### src/sv/hspos_pkg.sv
// Package for the half-step stepper positioner.
// Holds default sizes, register indexes, reset values and the coil table.
// No dependencies.
package hspos_pkg;

  localparam int NUM_MOTORS_DEF    = 3;
  localparam int POSITION_BITS_DEF = 10;
  localparam int MOTOR_W           = 2;
  localparam int PHASE_W           = 3;
  localparam int COIL_W            = 4;
  localparam int CFG_IDX_W         = 3;

  localparam int OPEN_CODE_RST     = 1021;
  localparam int CLOSE_CODE_RST    = 1022;
  localparam int BUSY_CODE_RST     = 1023;
  localparam int FULL_TRAVEL_RST   = 360;
  localparam int SHORT_TRAVEL_RST  = 90;
  localparam logic [MOTOR_W-1:0] SHORT_MOTOR_RST = 2'd2;
  localparam logic CCW_VALUE_RST   = 1'b1;
  localparam logic RUN_ENABLE_RST  = 1'b1;

  typedef enum logic [CFG_IDX_W-1:0] {
    CFG_OPEN_CODE    = 3'd0,
    CFG_CLOSE_CODE   = 3'd1,
    CFG_BUSY_CODE    = 3'd2,
    CFG_FULL_TRAVEL  = 3'd3,
    CFG_SHORT_TRAVEL = 3'd4,
    CFG_SHORT_MOTOR  = 3'd5,
    CFG_CCW_VALUE    = 3'd6,
    CFG_RUN_ENABLE   = 3'd7
  } cfg_reg_e;

  function automatic logic [COIL_W-1:0] coil_of(input logic [PHASE_W-1:0] phase);
    logic [COIL_W-1:0] coil;
    case (phase)
      3'd0:    coil = 4'h1;
      3'd1:    coil = 4'h3;
      3'd2:    coil = 4'h2;
      3'd3:    coil = 4'h6;
      3'd4:    coil = 4'h4;
      3'd5:    coil = 4'hC;
      3'd6:    coil = 4'h8;
      default: coil = 4'h9;
    endcase
    return coil;
  endfunction

endpackage

### src/sv/hspos_in_if.sv
// Request channel of the stepper positioner: one tick for one motor.
// Depends on hspos_pkg.
interface hspos_in_if #(
  parameter int POSITION_BITS = hspos_pkg::POSITION_BITS_DEF
);
  logic                             valid;
  logic                             ready;
  logic [hspos_pkg::MOTOR_W-1:0]    motor_index;
  logic [POSITION_BITS-1:0]         required_position;

  modport source (output valid, output motor_index, output required_position, input ready);
  modport sink   (input valid, input motor_index, input required_position, output ready);
endinterface

### src/sv/hspos_out_if.sv
// Result channel of the stepper positioner: coil pattern and motor status.
// Depends on hspos_pkg.
interface hspos_out_if #(
  parameter int POSITION_BITS = hspos_pkg::POSITION_BITS_DEF
);
  logic                             valid;
  logic                             ready;
  logic [hspos_pkg::MOTOR_W-1:0]    motor_served;
  logic [hspos_pkg::COIL_W-1:0]     coil_pattern;
  logic                             coils_updated;
  logic [POSITION_BITS-1:0]         reported_position;

  modport source (output valid, output motor_served, output coil_pattern,
                  output coils_updated, output reported_position, input ready);
  modport sink   (input valid, input motor_served, input coil_pattern,
                  input coils_updated, input reported_position, output ready);
endinterface

### src/sv/hspos_core.sv
// Configuration registers, per-motor state and the combinational tick update.
// Depends on hspos_pkg.
module hspos_core #(
  parameter int NUM_MOTORS    = hspos_pkg::NUM_MOTORS_DEF,
  parameter int POSITION_BITS = hspos_pkg::POSITION_BITS_DEF
) (
  input  logic                              clk_i,
  input  logic                              rst_ni,
  input  logic                              cfg_we_i,
  input  logic [hspos_pkg::CFG_IDX_W-1:0]   cfg_index_i,
  input  logic [POSITION_BITS-1:0]          cfg_data_i,
  input  logic                              fire_i,
  input  logic [hspos_pkg::MOTOR_W-1:0]     motor_i,
  input  logic [POSITION_BITS-1:0]          required_i,
  output logic [hspos_pkg::COIL_W-1:0]      coil_o,
  output logic                              updated_o,
  output logic [POSITION_BITS-1:0]          status_o
);

  localparam int IDX_W = (NUM_MOTORS > 1) ? $clog2(NUM_MOTORS) : 1;
  localparam int PW    = hspos_pkg::PHASE_W;

  logic [POSITION_BITS-1:0]       open_q, close_q, busy_q, full_q, short_q;
  logic [hspos_pkg::MOTOR_W-1:0]  short_motor_q;
  logic                           ccw_q, run_q;

  logic [PW-1:0]                  phase_q  [NUM_MOTORS];
  logic [POSITION_BITS-1:0]       cycles_q [NUM_MOTORS];
  logic                           dir_q    [NUM_MOTORS];
  logic [POSITION_BITS-1:0]       goal_q   [NUM_MOTORS];
  logic [POSITION_BITS-1:0]       status_q [NUM_MOTORS];

  logic [IDX_W-1:0]               idx;
  logic                           in_range, act, start, moving, fixed_code;
  logic [PW-1:0]                  cur_phase, phase_d, phase_res;
  logic [POSITION_BITS-1:0]       cur_cycles, cur_goal, cur_status;
  logic                           cur_dir, dir_d;
  logic [POSITION_BITS-1:0]       start_cnt, step_cnt, cycles_d, goal_d, status_d;
  logic                           start_dir;

  always_ff @(posedge clk_i or negedge rst_ni) begin
    if (!rst_ni) begin
      open_q        <= POSITION_BITS'(hspos_pkg::OPEN_CODE_RST);
      close_q       <= POSITION_BITS'(hspos_pkg::CLOSE_CODE_RST);
      busy_q        <= POSITION_BITS'(hspos_pkg::BUSY_CODE_RST);
      full_q        <= POSITION_BITS'(hspos_pkg::FULL_TRAVEL_RST);
      short_q       <= POSITION_BITS'(hspos_pkg::SHORT_TRAVEL_RST);
      short_motor_q <= hspos_pkg::SHORT_MOTOR_RST;
      ccw_q         <= hspos_pkg::CCW_VALUE_RST;
      run_q         <= hspos_pkg::RUN_ENABLE_RST;
    end else if (cfg_we_i) begin
      unique case (hspos_pkg::cfg_reg_e'(cfg_index_i))
        hspos_pkg::CFG_OPEN_CODE:    open_q        <= cfg_data_i;
        hspos_pkg::CFG_CLOSE_CODE:   close_q       <= cfg_data_i;
        hspos_pkg::CFG_BUSY_CODE:    busy_q        <= cfg_data_i;
        hspos_pkg::CFG_FULL_TRAVEL:  full_q        <= cfg_data_i;
        hspos_pkg::CFG_SHORT_TRAVEL: short_q       <= cfg_data_i;
        hspos_pkg::CFG_SHORT_MOTOR:  short_motor_q <= cfg_data_i[hspos_pkg::MOTOR_W-1:0];
        hspos_pkg::CFG_CCW_VALUE:    ccw_q         <= cfg_data_i[0];
        hspos_pkg::CFG_RUN_ENABLE:   run_q         <= cfg_data_i[0];
        default: ;
      endcase
    end
  end

  always_comb begin
    idx        = IDX_W'(motor_i);
    in_range   = (int'(motor_i) < NUM_MOTORS);
    cur_phase  = phase_q[idx];
    cur_cycles = cycles_q[idx];
    cur_dir    = dir_q[idx];
    cur_goal   = goal_q[idx];
    cur_status = status_q[idx];

    act        = run_q && (required_i != cur_status);
    start      = act && (cur_status != busy_q);
    fixed_code = (required_i == open_q) || (required_i == close_q);

    if (fixed_code) begin
      start_cnt = (motor_i == short_motor_q) ? short_q : full_q;
      start_dir = (required_i == close_q) ? ~ccw_q : ccw_q;
    end else if (required_i > cur_status) begin
      start_cnt = required_i - cur_status;
      start_dir = ccw_q;
    end else begin
      start_cnt = cur_status - required_i;
      start_dir = ~ccw_q;
    end

    step_cnt = start ? start_cnt  : cur_cycles;
    dir_d    = start ? start_dir  : cur_dir;
    goal_d   = start ? required_i : cur_goal;
    moving   = (step_cnt != '0);
    phase_d  = dir_d ? (cur_phase + PW'(1)) : (cur_phase - PW'(1));

    if (moving) begin
      cycles_d  = (phase_d == '0) ? (step_cnt - POSITION_BITS'(1)) : step_cnt;
      status_d  = busy_q;
      phase_res = phase_d;
    end else begin
      cycles_d  = step_cnt;
      status_d  = goal_d;
      phase_res = cur_phase;
    end

    if (!in_range) begin
      coil_o    = '0;
      updated_o = 1'b0;
      status_o  = '0;
    end else if (act) begin
      coil_o    = hspos_pkg::coil_of(phase_res);
      updated_o = moving;
      status_o  = status_d;
    end else begin
      coil_o    = hspos_pkg::coil_of(cur_phase);
      updated_o = 1'b0;
      status_o  = cur_status;
    end
  end

  always_ff @(posedge clk_i or negedge rst_ni) begin
    if (!rst_ni) begin
      for (int i = 0; i < NUM_MOTORS; i++) begin
        phase_q[i]  <= '0;
        cycles_q[i] <= '0;
        dir_q[i]    <= 1'b0;
        goal_q[i]   <= '0;
        status_q[i] <= '0;
      end
    end else if (fire_i && in_range && act) begin
      phase_q[idx]  <= phase_res;
      cycles_q[idx] <= cycles_d;
      dir_q[idx]    <= dir_d;
      goal_q[idx]   <= goal_d;
      status_q[idx] <= status_d;
    end
  end

endmodule

### src/sv/half_step_stepper_positioner_unit.sv
// Half-step stepper positioner: one tick request in, one coil/status result out.
// A request is held in the request register and its result is registered once the result register
// can advance; one request is taken every cycle, limited only by the result channel's ready.
// Each tick reads and writes its motor's state between the request and result registers.
// Asynchronous active-low reset clears all motor state, empties both registers
// and loads the configuration defaults. Depends on hspos_pkg, the interfaces and hspos_core.
module half_step_stepper_positioner_unit #(
  parameter int NUM_MOTORS    = hspos_pkg::NUM_MOTORS_DEF,
  parameter int POSITION_BITS = hspos_pkg::POSITION_BITS_DEF
) (
  input  logic                              clk_i,
  input  logic                              rst_ni,
  hspos_in_if.sink                          in_i,
  hspos_out_if.source                       out_o,
  input  logic                              cfg_we_i,
  input  logic [hspos_pkg::CFG_IDX_W-1:0]   cfg_index_i,
  input  logic [POSITION_BITS-1:0]          cfg_data_i
);

  logic                           in_vld_q;
  logic [hspos_pkg::MOTOR_W-1:0]  motor_q;
  logic [POSITION_BITS-1:0]       req_q;

  logic                           out_vld_q;
  logic [hspos_pkg::MOTOR_W-1:0]  served_q;
  logic [hspos_pkg::COIL_W-1:0]   coil_q;
  logic                           upd_q;
  logic [POSITION_BITS-1:0]       status_q;

  logic                           adv, fire, in_acc;
  logic [hspos_pkg::COIL_W-1:0]   coil_d;
  logic                           upd_d;
  logic [POSITION_BITS-1:0]       status_d;

  assign adv        = !out_vld_q || out_o.ready;
  assign fire       = in_vld_q && adv;
  assign in_i.ready = !in_vld_q || adv;
  assign in_acc     = in_i.valid && in_i.ready;

  always_ff @(posedge clk_i or negedge rst_ni) begin
    if (!rst_ni) begin
      in_vld_q <= 1'b0;
    end else if (in_acc) begin
      in_vld_q <= 1'b1;
    end else if (fire) begin
      in_vld_q <= 1'b0;
    end
  end

  always_ff @(posedge clk_i) begin
    if (in_acc) begin
      motor_q <= in_i.motor_index;
      req_q   <= in_i.required_position;
    end
  end

  hspos_core #(
    .NUM_MOTORS    (NUM_MOTORS),
    .POSITION_BITS (POSITION_BITS)
  ) u_core (
    .clk_i       (clk_i),
    .rst_ni      (rst_ni),
    .cfg_we_i    (cfg_we_i),
    .cfg_index_i (cfg_index_i),
    .cfg_data_i  (cfg_data_i),
    .fire_i      (fire),
    .motor_i     (motor_q),
    .required_i  (req_q),
    .coil_o      (coil_d),
    .updated_o   (upd_d),
    .status_o    (status_d)
  );

  always_ff @(posedge clk_i or negedge rst_ni) begin
    if (!rst_ni) begin
      out_vld_q <= 1'b0;
    end else if (adv) begin
      out_vld_q <= in_vld_q;
    end
  end

  always_ff @(posedge clk_i) begin
    if (fire) begin
      served_q <= motor_q;
      coil_q   <= coil_d;
      upd_q    <= upd_d;
      status_q <= status_d;
    end
  end

  assign out_o.valid             = out_vld_q;
  assign out_o.motor_served      = served_q;
  assign out_o.coil_pattern      = coil_q;
  assign out_o.coils_updated     = upd_q;
  assign out_o.reported_position = status_q;

endmodule

### src/flat_wrapper.sv
// flat-port wrapper written by rule: the top's interface ports become plain ports
module half_step_stepper_positioner_unit_flat 
#(
  parameter int NUM_MOTORS    = hspos_pkg::NUM_MOTORS_DEF,
  parameter int POSITION_BITS = hspos_pkg::POSITION_BITS_DEF
)
  (clk_i, rst_ni, cfg_we_i, cfg_index_i, cfg_data_i, in_i_valid, in_i_motor_index, in_i_required_position, in_i_ready, out_o_valid, out_o_motor_served, out_o_coil_pattern, out_o_coils_updated, out_o_reported_position, out_o_ready);
  hspos_in_if #(.POSITION_BITS(POSITION_BITS)) in_i_i ();
  hspos_out_if #(.POSITION_BITS(POSITION_BITS)) out_o_i ();
  input  logic clk_i;
  input  logic rst_ni;
  input  logic cfg_we_i;
  input  logic [hspos_pkg::CFG_IDX_W-1:0] cfg_index_i;
  input  logic [POSITION_BITS-1:0] cfg_data_i;
  input wire logic [$bits(in_i_i.valid)-1:0] in_i_valid;
  input wire logic [$bits(in_i_i.motor_index)-1:0] in_i_motor_index;
  input wire logic [$bits(in_i_i.required_position)-1:0] in_i_required_position;
  output wire logic [$bits(in_i_i.ready)-1:0] in_i_ready;
  output wire logic [$bits(out_o_i.valid)-1:0] out_o_valid;
  output wire logic [$bits(out_o_i.motor_served)-1:0] out_o_motor_served;
  output wire logic [$bits(out_o_i.coil_pattern)-1:0] out_o_coil_pattern;
  output wire logic [$bits(out_o_i.coils_updated)-1:0] out_o_coils_updated;
  output wire logic [$bits(out_o_i.reported_position)-1:0] out_o_reported_position;
  input wire logic [$bits(out_o_i.ready)-1:0] out_o_ready;
  assign in_i_i.valid = in_i_valid;
  assign in_i_i.motor_index = in_i_motor_index;
  assign in_i_i.required_position = in_i_required_position;
  assign in_i_ready = in_i_i.ready;
  assign out_o_valid = out_o_i.valid;
  assign out_o_motor_served = out_o_i.motor_served;
  assign out_o_coil_pattern = out_o_i.coil_pattern;
  assign out_o_coils_updated = out_o_i.coils_updated;
  assign out_o_reported_position = out_o_i.reported_position;
  assign out_o_i.ready = out_o_ready;
  half_step_stepper_positioner_unit #(.NUM_MOTORS(NUM_MOTORS), .POSITION_BITS(POSITION_BITS)) u_core (.clk_i(clk_i), .rst_ni(rst_ni), .in_i(in_i_i), .out_o(out_o_i), .cfg_we_i(cfg_we_i), .cfg_index_i(cfg_index_i), .cfg_data_i(cfg_data_i));
endmodule
### config.mk
export PLATFORM = sky130hd
export DESIGN_NAME = half_step_stepper_positioner_unit_flat
export DESIGN_NICKNAME = d
export VERILOG_FILES = /design/src/sv/hspos_pkg.sv /design/src/sv/hspos_in_if.sv /design/src/sv/hspos_out_if.sv /design/src/sv/hspos_core.sv /design/src/sv/half_step_stepper_positioner_unit.sv /design/src/flat_wrapper.sv
export SDC_FILE = /design/constraint.sdc
export NUM_CORES = 1
export LEC_CHECK = 0
export ABC_AREA = 0
export BUFFER_PORTS_ARGS = -buffer_cell sky130_fd_sc_hd__buf_2
export CAP_MARGIN = 20
export CORE_ASPECT_RATIO = 1.2
export CORE_MARGIN = 2
export CORE_UTILIZATION = 50
export CTS_CLUSTER_SIZE = 24
export DETAILED_ROUTE_END_ITERATION = 16
export PLACE_DENSITY = 0.67
export SYNTH_ARGS = -nofsm -noshare
export SYNTH_HDL_FRONTEND = slang
export SYNTH_SLANG_ARGS = --single-unit
### constraint.sdc
create_clock -name clk_i -period 9 [get_ports clk_i]
set_clock_uncertainty 0.15 [all_clocks]
set_input_delay 0.9 -clock clk_i [delete_from_list [all_inputs] [get_ports clk_i]]
set_output_delay 0.9 -clock clk_i [all_outputs]
set_load 0.005 [all_outputs]
Yosys cells after proc, flatten, opt, wreduce, memory -nomap -nowiden

Cells that the tools add are included.
W data, S select, Z words.

Mux-type cells: 46
Shift operators: 0
$lt $le $gt $ge: 4
Add/sub/neg operators: 5
Eq/ne operators: 24
Multipliers: 0
Reductions and logical operators: 27
Div/mod/pow operators: 0
Bitwise logic cells: 2

Operators with widths:

| kind                    | count |
|---|---|
| $mux W10                | 16 |
| $bwmux W30              | 3 |
| $bmux W10 S2            | 3 |
| $pmux W4 S7             | 2 |
| $eq A3 B3 Y1 const B    | 10 |
| $demux W10 S2           | 1 |
| $eq A10 B10 Y1          | 2 |
| $ne A10 B10 Y1          | 2 |
| $sub A10 B10 Y10        | 2 |
| $eq A3 B2 Y1 const B    | 6 |
| $reduce_and A2 Y1       | 9 |
| $mux W3                 | 5 |
| $logic_not A3 Y1        | 4 |
| $gt A10 B10 Y1          | 1 |
| $reduce_bool A10 Y1     | 1 |
| $sub A10 B1 Y10 const B | 1 |
| $bwmux W9               | 1 |
| $eq A3 B1 Y1 const B    | 3 |
| $mux W1                 | 9 |
| $logic_and A1 B1 Y1     | 7 |
| $bmux W3 S2             | 1 |
| $demux W3 S2            | 1 |
| $mux W4                 | 1 |
| $add A3 B1 Y3 const B   | 1 |
| 13 further kinds        | 16 |

Bits in registers: 187
RAM bits: 0
Input bits: 30
Output and inout bits: 19
Latch bits: 0
Bits in read-only memories: 0
Memories kept: 0

Longest topological paths before layout

Gate-level depths: netlist (run 1).

Word-level depth: 13
Mapped depth: 26
Mapped depth without buffers: 17

Modules after synthesis

A second synthesis (run 1) with hierarchy kept.

Cells, all modules: 988
Area, all modules: 10677.7 sq um

Modules (own cells, without submodules):

| module                            | instances | sequential area each (sq um) | area each (sq um) | cells each |
|---|---|---|---|---|
| hspos_core                        | 1         | 3952.5                       | 9703.1            | 951 |
| half_step_stepper_positioner_unit | 1         | 920.9                        | 974.7             | 37 |

Worst setup path before layout (run 1)

OpenSTA, ideal clock, no wires.

Path type: flip-flop to flip-flop
Start point: register u_core.motor_q[0] in the netlist's numbering
End point: register u_core.coil_q, in the netlist u_core.out_o.coil_pattern[2], data pin
Library setup time: 0.256 ns
Clock period less this slack: 5.876 ns
Setup slack: 3.124 ns
Cell stages (with the launch flop): 26
Required time: 8.594 ns
Arrival: 5.469 ns
Cell sequence: edfxtp_1 > buf_2 > clkbuf_1 > buf_2 > clkbuf_1 > clkbuf_1 > buf_1 > nor2_1 > a21oi_1 > inv_1 > ha_1 > buf_2 > nand3_1 > o32ai_1 > a211o_1 > buf_2 > mux2i_1 > mux2i_1 > a32o_1 > clkbuf_1 > nor4b_4 > nand3_1 > buf_4 > buf_4 > mux2i_1 > a22o_1

Word-level cells in the longest chain between the ends: 13

Ends and longest elaborated chain:

| element                                               | line                                    | text |
|---|---|---|
| from (decl)                                           | half_step_stepper_positioner_unit.sv:21 | `logic [hspos_pkg::MOTOR_W-1:0] motor_q;` |
| from (signal assigned)                                | half_step_stepper_positioner_unit.sv:52 | `motor_q <= in_i.motor_index;` |
| $not A2 Y3 (not written as such)                      | -                                       |  |
| $bmux W10 S2                                          | hspos_core.sv:73                        | `cur_status = status_q[idx];` |
| $mux W10 (not written as such) (2 in a row)           | hspos_core.sv:73                        |  |
| $sub A10 B10 Y10, or another cell as far along        | hspos_core.sv:86                        | `start_cnt = cur_status - required_i;` |
| $mux W10, or another cell as far along                | hspos_core.sv:82                        | `end else if (required_i > cur_status) begin` |
| $mux W10, or another cell as far along                | hspos_core.sv:79                        | `if (fixed_code) begin` |
| $mux W10 / $mux W1 (equally long branches)            | hspos_core.sv:90, hspos_core.sv:91      |  |
| $reduce_bool A10 Y1 / $mux W3 (equally long branches) | hspos_core.sv:93, hspos_core.sv:94      |  |
| $mux W3                                               | hspos_core.sv:96                        | `if (moving) begin` |
| $eq A3 B3 Y1, or another cell as far along            | hspos_pkg.sv:35                         | `case (phase)` |
| $pmux W4 S7                                           | hspos_pkg.sv:35                         |  |
| $mux W4                                               | hspos_core.sv:110                       | `end else if (act) begin` |
| to (signal assigned)                                  | half_step_stepper_positioner_unit.sv:85 | `coil_q <= coil_d;` |
| to (decl)                                             | half_step_stepper_positioner_unit.sv:26 | `logic [hspos_pkg::COIL_W-1:0] coil_q;` |

Parallel ways exist; a longest one is shown, timed or not. The select of a mux whose other input is x is not followed.
A chain may end at the register's enable or synchronous reset.

Final worst setup path (run 1)

Start point: register u_core.motor_q[0] in the netlist's numbering
End point: register u_core.coil_q, in the netlist u_core.out_o.coil_pattern[1], data pin

Same word-level chain as after synthesis.

==> impl_metrics.toml, run 1 <==
[sta]
rsz0062_at_grt = "no"
hold_violations = 0
fmax_mhz = 153
relSlewSlack = 0.272
setup_tns_ps = 0
post-route-min-period_ps = 6520
finalCritPeriodShare = 0.725
worstMarginPinSlew_ps = 1090
slew_violations = 0
setup_viol = 0

[run]
drv_cap = 0

[worst_setup_path]
crit_buf_inv = 3
cp-end-kind = "register"
cp_max_fo = 51
path_cells = "buf_4 > nand3b_1 > o21ai_0 > ha_1 > inv_1 > fa_1 > a21o_1 > a221oi_1 > a211o_1 > mux2i_1 > mux2i_1 > a32oi_1 > nor4b_4 > nand3_1 > buf_4 > or3_1 > a41o_1"
criticalPathCategory = "register to register"
r2r_end = "u_core.out_o.coil_pattern[1]"
timing.rr.start = "u_core.motor_q[0]"
crit_start = "u_core.motor_q[0]"
critPathMaxStageDelay_ps = 640
r2r_slack_ps = 2480
slowest_stage = "a221oi_1"
path_depth = 17
startpoint_type = "register"
crit_end = "u_core.out_o.coil_pattern[1]"
r2r_cells = 17
worstPathArrival_ps = 6570
crit_required_ps = 9050
critPathTopFamily = "compound AO/OA/AOI/OAI gates"

[logic_synthesis]
ys_ff_latch = 187
synth_flop_cell = "dfrtp_1"
ys_seq_area_frac = 0.465
synthCells = 1044
synth_edf_count = 29
synth_top_area_cell = "dfrtp_1"
synthArstFlopShare = 0.845
syn-cell-area_sq_mm = 0.0105
avgSynthCellArea_sq_um = 10.0
synthTopCellsByArea = "dfrtp_1 28%, dfstp_2 9.8%, edfxtp_1 8.3%"
ys_types = 76
syn-num-nets = 1102
ys_warn_count = 0
synth_top_area_frac = 0.284

[clocking]
cts_tree = "built"
worstSkewPairLatency_ps = 440
root_buffer = "clkbuf_16"
post_cts_resized = 0
path_clk_slew_ps = 80
numClockSinks = 187
cts-buffers-inserted = 17
htreeDepth = 4
clockBufferDepth = 2
postCtsHoldBufs = 0
cts_setup_buffers = 0

[placed_design]
place_inst = 1326
dp_hpwl_mm = 18.7
place.gp.congestion = 0.924
portBuffers = 48
post_dp_cell_area_sq_mm = 0.0110

[die]
die_h_microns = 163
fp.dieW_microns = 136
core_sq_mm = 0.0208
num_rows = 58
initial_core_util = 0.505
ios = 49
die_area_sq_mm = 0.0221

[final_layout]
synthToLayoutAreaGrowth_pct = 10.6
drive_gt1_frac = 0.215
postLayoutCellArea_sq_mm = 0.0116
final_cells = 1359
antenna_cells = 0
n_fill_cell = 1869
final_util = 0.559
fin_nets = 1134

[power]
power_frac_seq = 0.388
power.density_mw_per_mm2 = 305
power.share.clock = 0.213
switchingPower_uw = 1380
power.share.switching = 0.390
power.leakage_uw = 0.00520
pwr-share-comb = 0.399
intPower_uw = 2160
worst_ir_drop_vdd_uv = 158

[routing]
drt_first_pass_iters = 5
via_per_inst = 5.81
post_drt_wl_per_cell_microns = 19.7
drtIter0Drc = 713
routed_wl_mm = 26.7
drc = 0
drtAntennaViolNets = 0
vias = 7901

[grt]
overflow = 0
grt_first_pass_wirelength_mm = 42.8
grt_usage = 0.253
antenna_found_initial = 0
grt_pass1_vias = 7742
grt_max_degree = 84

[min_path]
hold_path.class = "register to register"

[outcome]
outcome = "finished, final reports clean"
==> worst min-delay path by stage <==
stage                                   from                      endpoint  depth (start not counted)
floorplan                  u_core.motor_q[0]  u_core.out_o.motor_served[0]                          0
global placement    u_core.u_core.goal_q[29]      u_core.u_core.goal_q[29]                          2
detailed placement  u_core.u_core.goal_q[10]      u_core.u_core.goal_q[10]                          2
CTS                 u_core.u_core.goal_q[19]      u_core.u_core.goal_q[19]                          2
global route        u_core.u_core.goal_q[10]      u_core.u_core.goal_q[10]                          2
finish              u_core.u_core.goal_q[19]      u_core.u_core.goal_q[19]                          2
==> cell families after synthesis <==
kind of cell,count (synthesis),share of synthesized area
compound gates,220,0.128
xor+xnor,37,0.0309
fa+ha+maj,28,0.0349
buf+inv,88,0.0349
flops,187,0.465
mux,151,0.158
simple gates,333,0.149
==> synthesized netlist by cell type (10+ instances only) <==
| library cell | number |
|---|---|
| a21oi_1 | 57 |
| nor2_1 | 49 |
| xor2_1 | 11 |
| ha_1 | 26 |
| nor3_1 | 12 |
| inv_1 | 29 |
| a31oi_1 | 12 |
| edfxtp_1 | 29 |
| o21ai_0 | 85 |
| mux2i_1 | 70 |
| nand2_1 | 179 |
| xnor2_1 | 26 |
| mux2_2 | 75 |
| dfrtp_1 | 119 |
| buf_2 | 10 |
| dfstp_2 | 39 |
| clkbuf_1 | 37 |
==> per-stage QoR <==
stage | hold WS, ps | setup slack (ps) | power, uW
after floorplan | 271 | 3120 | 2390
after global placement | 307 | 2610 | 2750
after detailed placement | 313 | 2430 | 2780
after CTS | 331 | 2370 | 3540
after global routing | 339 | 1920 | 3770
final | 326 | 2480 | 3540
==> layout by cell type (no fill, tap or decap), drive strengths merged, types with 4 or more instances in the layout <==
cell type | netlist | routed
o21a | 4 | 4
mux2i | 72 | 72
a21oi | 57 | 57
a21o | 9 | 9
a31oi | 12 | 12
a211o | 5 | 5
edfxtp | 29 | 29
ha | 26 | 26
nand2 | 179 | 179
or2 | 5 | 5
o21ai | 87 | 87
nor3b | 4 | 4
and3 | 9 | 9
o31ai | 7 | 7
inv | 29 | 39
and2 | 9 | 9
nor2 | 49 | 49
dfstp | 39 | 39
nand3b | 8 | 8
or3 | 5 | 5
or4 | 5 | 5
dfrtp | 119 | 119
nor2b | 9 | 9
nor3 | 12 | 12
xor2 | 11 | 11
clkbuf | 37 | 17
a211oi | 7 | 7
buf | 21 | 71
mux2 | 77 | 77
nand3 | 9 | 9
clkinv | 1 | 6
nand4 | 8 | 8
nand2b | 8 | 8
xnor2 | 26 | 26
==> cell type report <==
cell class	count	area, sq um	share of cell area
inverter	30	113	0.00971
tap	270	338	0.0291
clock inverter	15	169	0.0146
clock buffer	17	425	0.0367
multi-input combinational	769	5260	0.453
timing repair buffer	71	419	0.0361
sequential	187	4870	0.420
==> tightest hold or removal path: stages, from the launching register on <==
cell	delay, ps
dfrtp_1	340
nand2_1	50
nand2_1	50
==> metal layers <==
layer | vias up | GRT usage | share of wire | wire length, microns
li1 | 3760 | - | - | -
met1 | 3872 | 0.343 | 0.45 | 12000
met2 | 222 | 0.415 | 0.48 | 12800
met3 | 47 | 0.0442 | 0.046 | 1240
met4 | 0 | 0.0800 | 0.023 | 614
met5 | - | 0 | 0 | 0
==> flip-flops by register name, summed over array words and instances, names as in the netlist <==
signal	flops
u_core.u_core.ccw_q	1
u_core.u_core.short_motor_q	2
u_core.in_vld_q	1
u_core.u_core.dir_q	3
u_core.out_o.motor_served	2
u_core.u_core.run_q	1
u_core.u_core.busy_q	10
u_core.out_o.coil_pattern	4
u_core.req_q	10
u_core.u_core.cycles_q	30
u_core.u_core.full_q	10
u_core.u_core.phase_q	9
u_core.u_core.open_q	10
u_core.out_o.valid	1
u_core.u_core.short_q	10
u_core.out_o.reported_position	10
u_core.out_o.coils_updated	1
u_core.u_core.close_q	10
u_core.u_core.goal_q	30
u_core.u_core.status_q	30
u_core.motor_q	2
==> power groups by stage <==
| stage | combinational, uW | sequential, uW | clock, uW |
|---|---|---|---|
| final | 1410 | 1370 | 752 |
| after global routing | 1570 | 1410 | 801 |
| after CTS | 1400 | 1370 | 765 |
| after detailed placement | 1400 | 1380 | 0 |
| after global placement | 1380 | 1380 | 0 |
| after floorplan | 1060 | 1330 | 0 |
(Power assumes the default switching activity.)
==> inputs of run 2 (changes only) <==
Clock period 9 ns to 6.7 ns, I/O delays scaled along.
==> impl_metrics.toml, run 2 (synthesized netlist as in run 1, its figures left out) <==
[clocking]
root_buffer = "clkbuf_16"
cts-buffers-inserted = 17
cts_setup_buffers = 0
postCtsHoldBufs = 0
clockBufferDepth = 2
post_cts_resized = 0
worstSkewPairLatency_ps = 440
cts_tree = "built"
htreeDepth = 4
path_clk_slew_ps = 80
numClockSinks = 187

[routing]
vias = 8056
drt_first_pass_iters = 5
drc = 0
drtAntennaViolNets = 0
post_drt_wl_per_cell_microns = 20.1
drtIter0Drc = 594
routed_wl_mm = 27.5
via_per_inst = 5.89

[sta]
setup_viol = 0
fmax_mhz = 165
finalCritPeriodShare = 0.907
hold_violations = 0
rsz0062_at_grt = "no"
relSlewSlack = 0.344
post-route-min-period_ps = 6070
timing.hold.ws_ps = 185
worstMarginPinSlew_ps = 984
slew_violations = 0
setup_tns_ps = 0

[worst_setup_path]
criticalPathCategory = "register to register"
startpoint_type = "register"
critPathMaxStageDelay_ps = 730
r2r_end = "u_core.out_o.coil_pattern[3]"
slowest_stage = "edfxtp_1"
crit_required_ps = 6750
crit_start = "u_core.motor_q[0]"
path_cells = "buf_4 > o21ai_0 > inv_1 > ha_1 > nand4_1 > o32ai_1 > a211o_1 > mux2i_1 > mux2i_1 > a32oi_1 > nor4b_4 > nand3_1 > buf_4 > or3_1 > a41o_1"
cp-end-kind = "register"
r2r_slack_ps = 630
cp_max_fo = 25
worstPathArrival_ps = 6120
r2r_cells = 15
timing.rr.start = "u_core.motor_q[0]"
crit_end = "u_core.out_o.coil_pattern[3]"

[final_layout]
synthToLayoutAreaGrowth_pct = 10.9
multi_input_area_sq_mm = 0.00525
drive_gt1_frac = 0.220
antenna_cells = 0
final_common_cell = "nand2_1"
n_fill_cell = 1900
fin_nets = 1142
final_cell_mix = "179 x nand2_1, 119 x dfrtp_1, 85 x o21ai_0"
reg_top3 = "u_core.u_core.cycles_q (30), u_core.u_core.goal_q (30), u_core.u_core.status_q (30)"
layout.area.seq_sq_mm = 0.00487

[placed_design]
place.gp.congestion = 0.938
dp_hpwl_mm = 19.6
portBuffers = 48

[power]
worst_ir_drop_vdd_uv = 198
power.density_mw_per_mm2 = 409
intPower_uw = 2910
pwr-share-comb = 0.404
switchingPower_uw = 1850
power_frac_seq = 0.388
power.share.switching = 0.389
power.share.clock = 0.209
power.leakage_uw = 0.00522

[die]
die_area_sq_mm = 0.0221
fp.dieW_microns = 136
core_sq_mm = 0.0208
initial_core_util = 0.505
ios = 49
num_rows = 58
die_h_microns = 163

[grt]
overflow = 0
antenna_found_initial = 0
grt_pass1_vias = 7889
grt_usage = 0.261
grt_max_degree = 97
grt_first_pass_wirelength_mm = 43.9

[outcome]
outcome = "finished, final reports clean"

[run]
drv_cap = 0

[min_path]
hold_path.class = "input port to asynchronous set/reset pin"
-- run 2: changes by cell type in the layout (fill, tap and decap cells not counted) --
cell        before  now
nor3_4           1    0
inv_6            5    6
clkinv_8         4    2
buf_4           23   31
clkinvlp_4       0    1
nor3_2           0    1
inv_4            1    0
clkbuf_1         0    1
-- run 2: layout make-up --
cell class                 instances  area share
inverter                          30     0.00968
clock buffer                      18      0.0369
clock inverter                    14      0.0126
timing repair buffer              79      0.0412
tap                              270      0.0290
sequential                       187       0.419
multi-input combinational        769       0.452
-- run 2: worst min-delay path by stage --
stage | to | from | cells after the start
global placement | u_core.u_core.goal_q[25] | u_core.u_core.goal_q[25] | 2
CTS | u_core.u_core.cycles_q[12] | rst_ni | 1
detailed placement | u_core.u_core.goal_q[24] | u_core.u_core.goal_q[24] | 2
finish | u_core.u_core.cycles_q[1] | rst_ni | 1
floorplan | u_core.in_vld_q | rst_ni | 0
global route | u_core.req_q[2] | in_i_required_position[2] | 1
-- run 2: critical path, delay by kind of cell, from the launching register on --
| family | cells | cell delay [ps] |
|---|---|---|
| buffers and inverters | 3 | 770 |
| muxes | 2 | 370 |
| AOI/OAI and AO/OA | 5 | 2290 |
| adders and majority gates | 1 | 390 |
| and+or+nand+nor | 4 | 1090 |
| DFF | 1 | 730 |
-- run 2: per-stage QoR --
| stage | utilization | instances | total power [uW] | area, sq um | worst slack (ps) |
|---|---|---|---|---|---|
| final | 0.560 | 1367 | 4760 | 11600 | 626 |
| after global routing | 0.560 | 1367 | 5080 | 11600 | 284 |
| after CTS | 0.560 | 1367 | 4770 | 11600 | 674 |
| after detailed placement | 0.533 | 1335 | 3760 | 11100 | 746 |
| after global placement | 0.533 | 1335 | 3730 | 11100 | 749 |
| after floorplan | - | 1044 | 3200 | 10500 | 824 |
-- run 2: metal layers --
| layer | track usage | vias to the layer above | wire [microns] |
|---|---|---|---|
| li1 | - | 3784 | - |
| met1 | 0.347 | 3996 | 12100 |
| met4 | 0.0961 | 0 | 792 |
| met2 | 0.426 | 222 | 13300 |
| met5 | 0 | - | 0 |
| met3 | 0.0482 | 54 | 1360 |
-- run 2: power by group through the flow --
| stage | combinational, uW | clock, uW | sequential, uW |
|---|---|---|---|
| after floorplan | 1420 | 0 | 1780 |
| after global placement | 1880 | 0 | 1850 |
| after detailed placement | 1910 | 0 | 1860 |
| after CTS | 1920 | 1010 | 1840 |
| after global routing | 2130 | 1060 | 1890 |
| final | 1920 | 994 | 1850 |
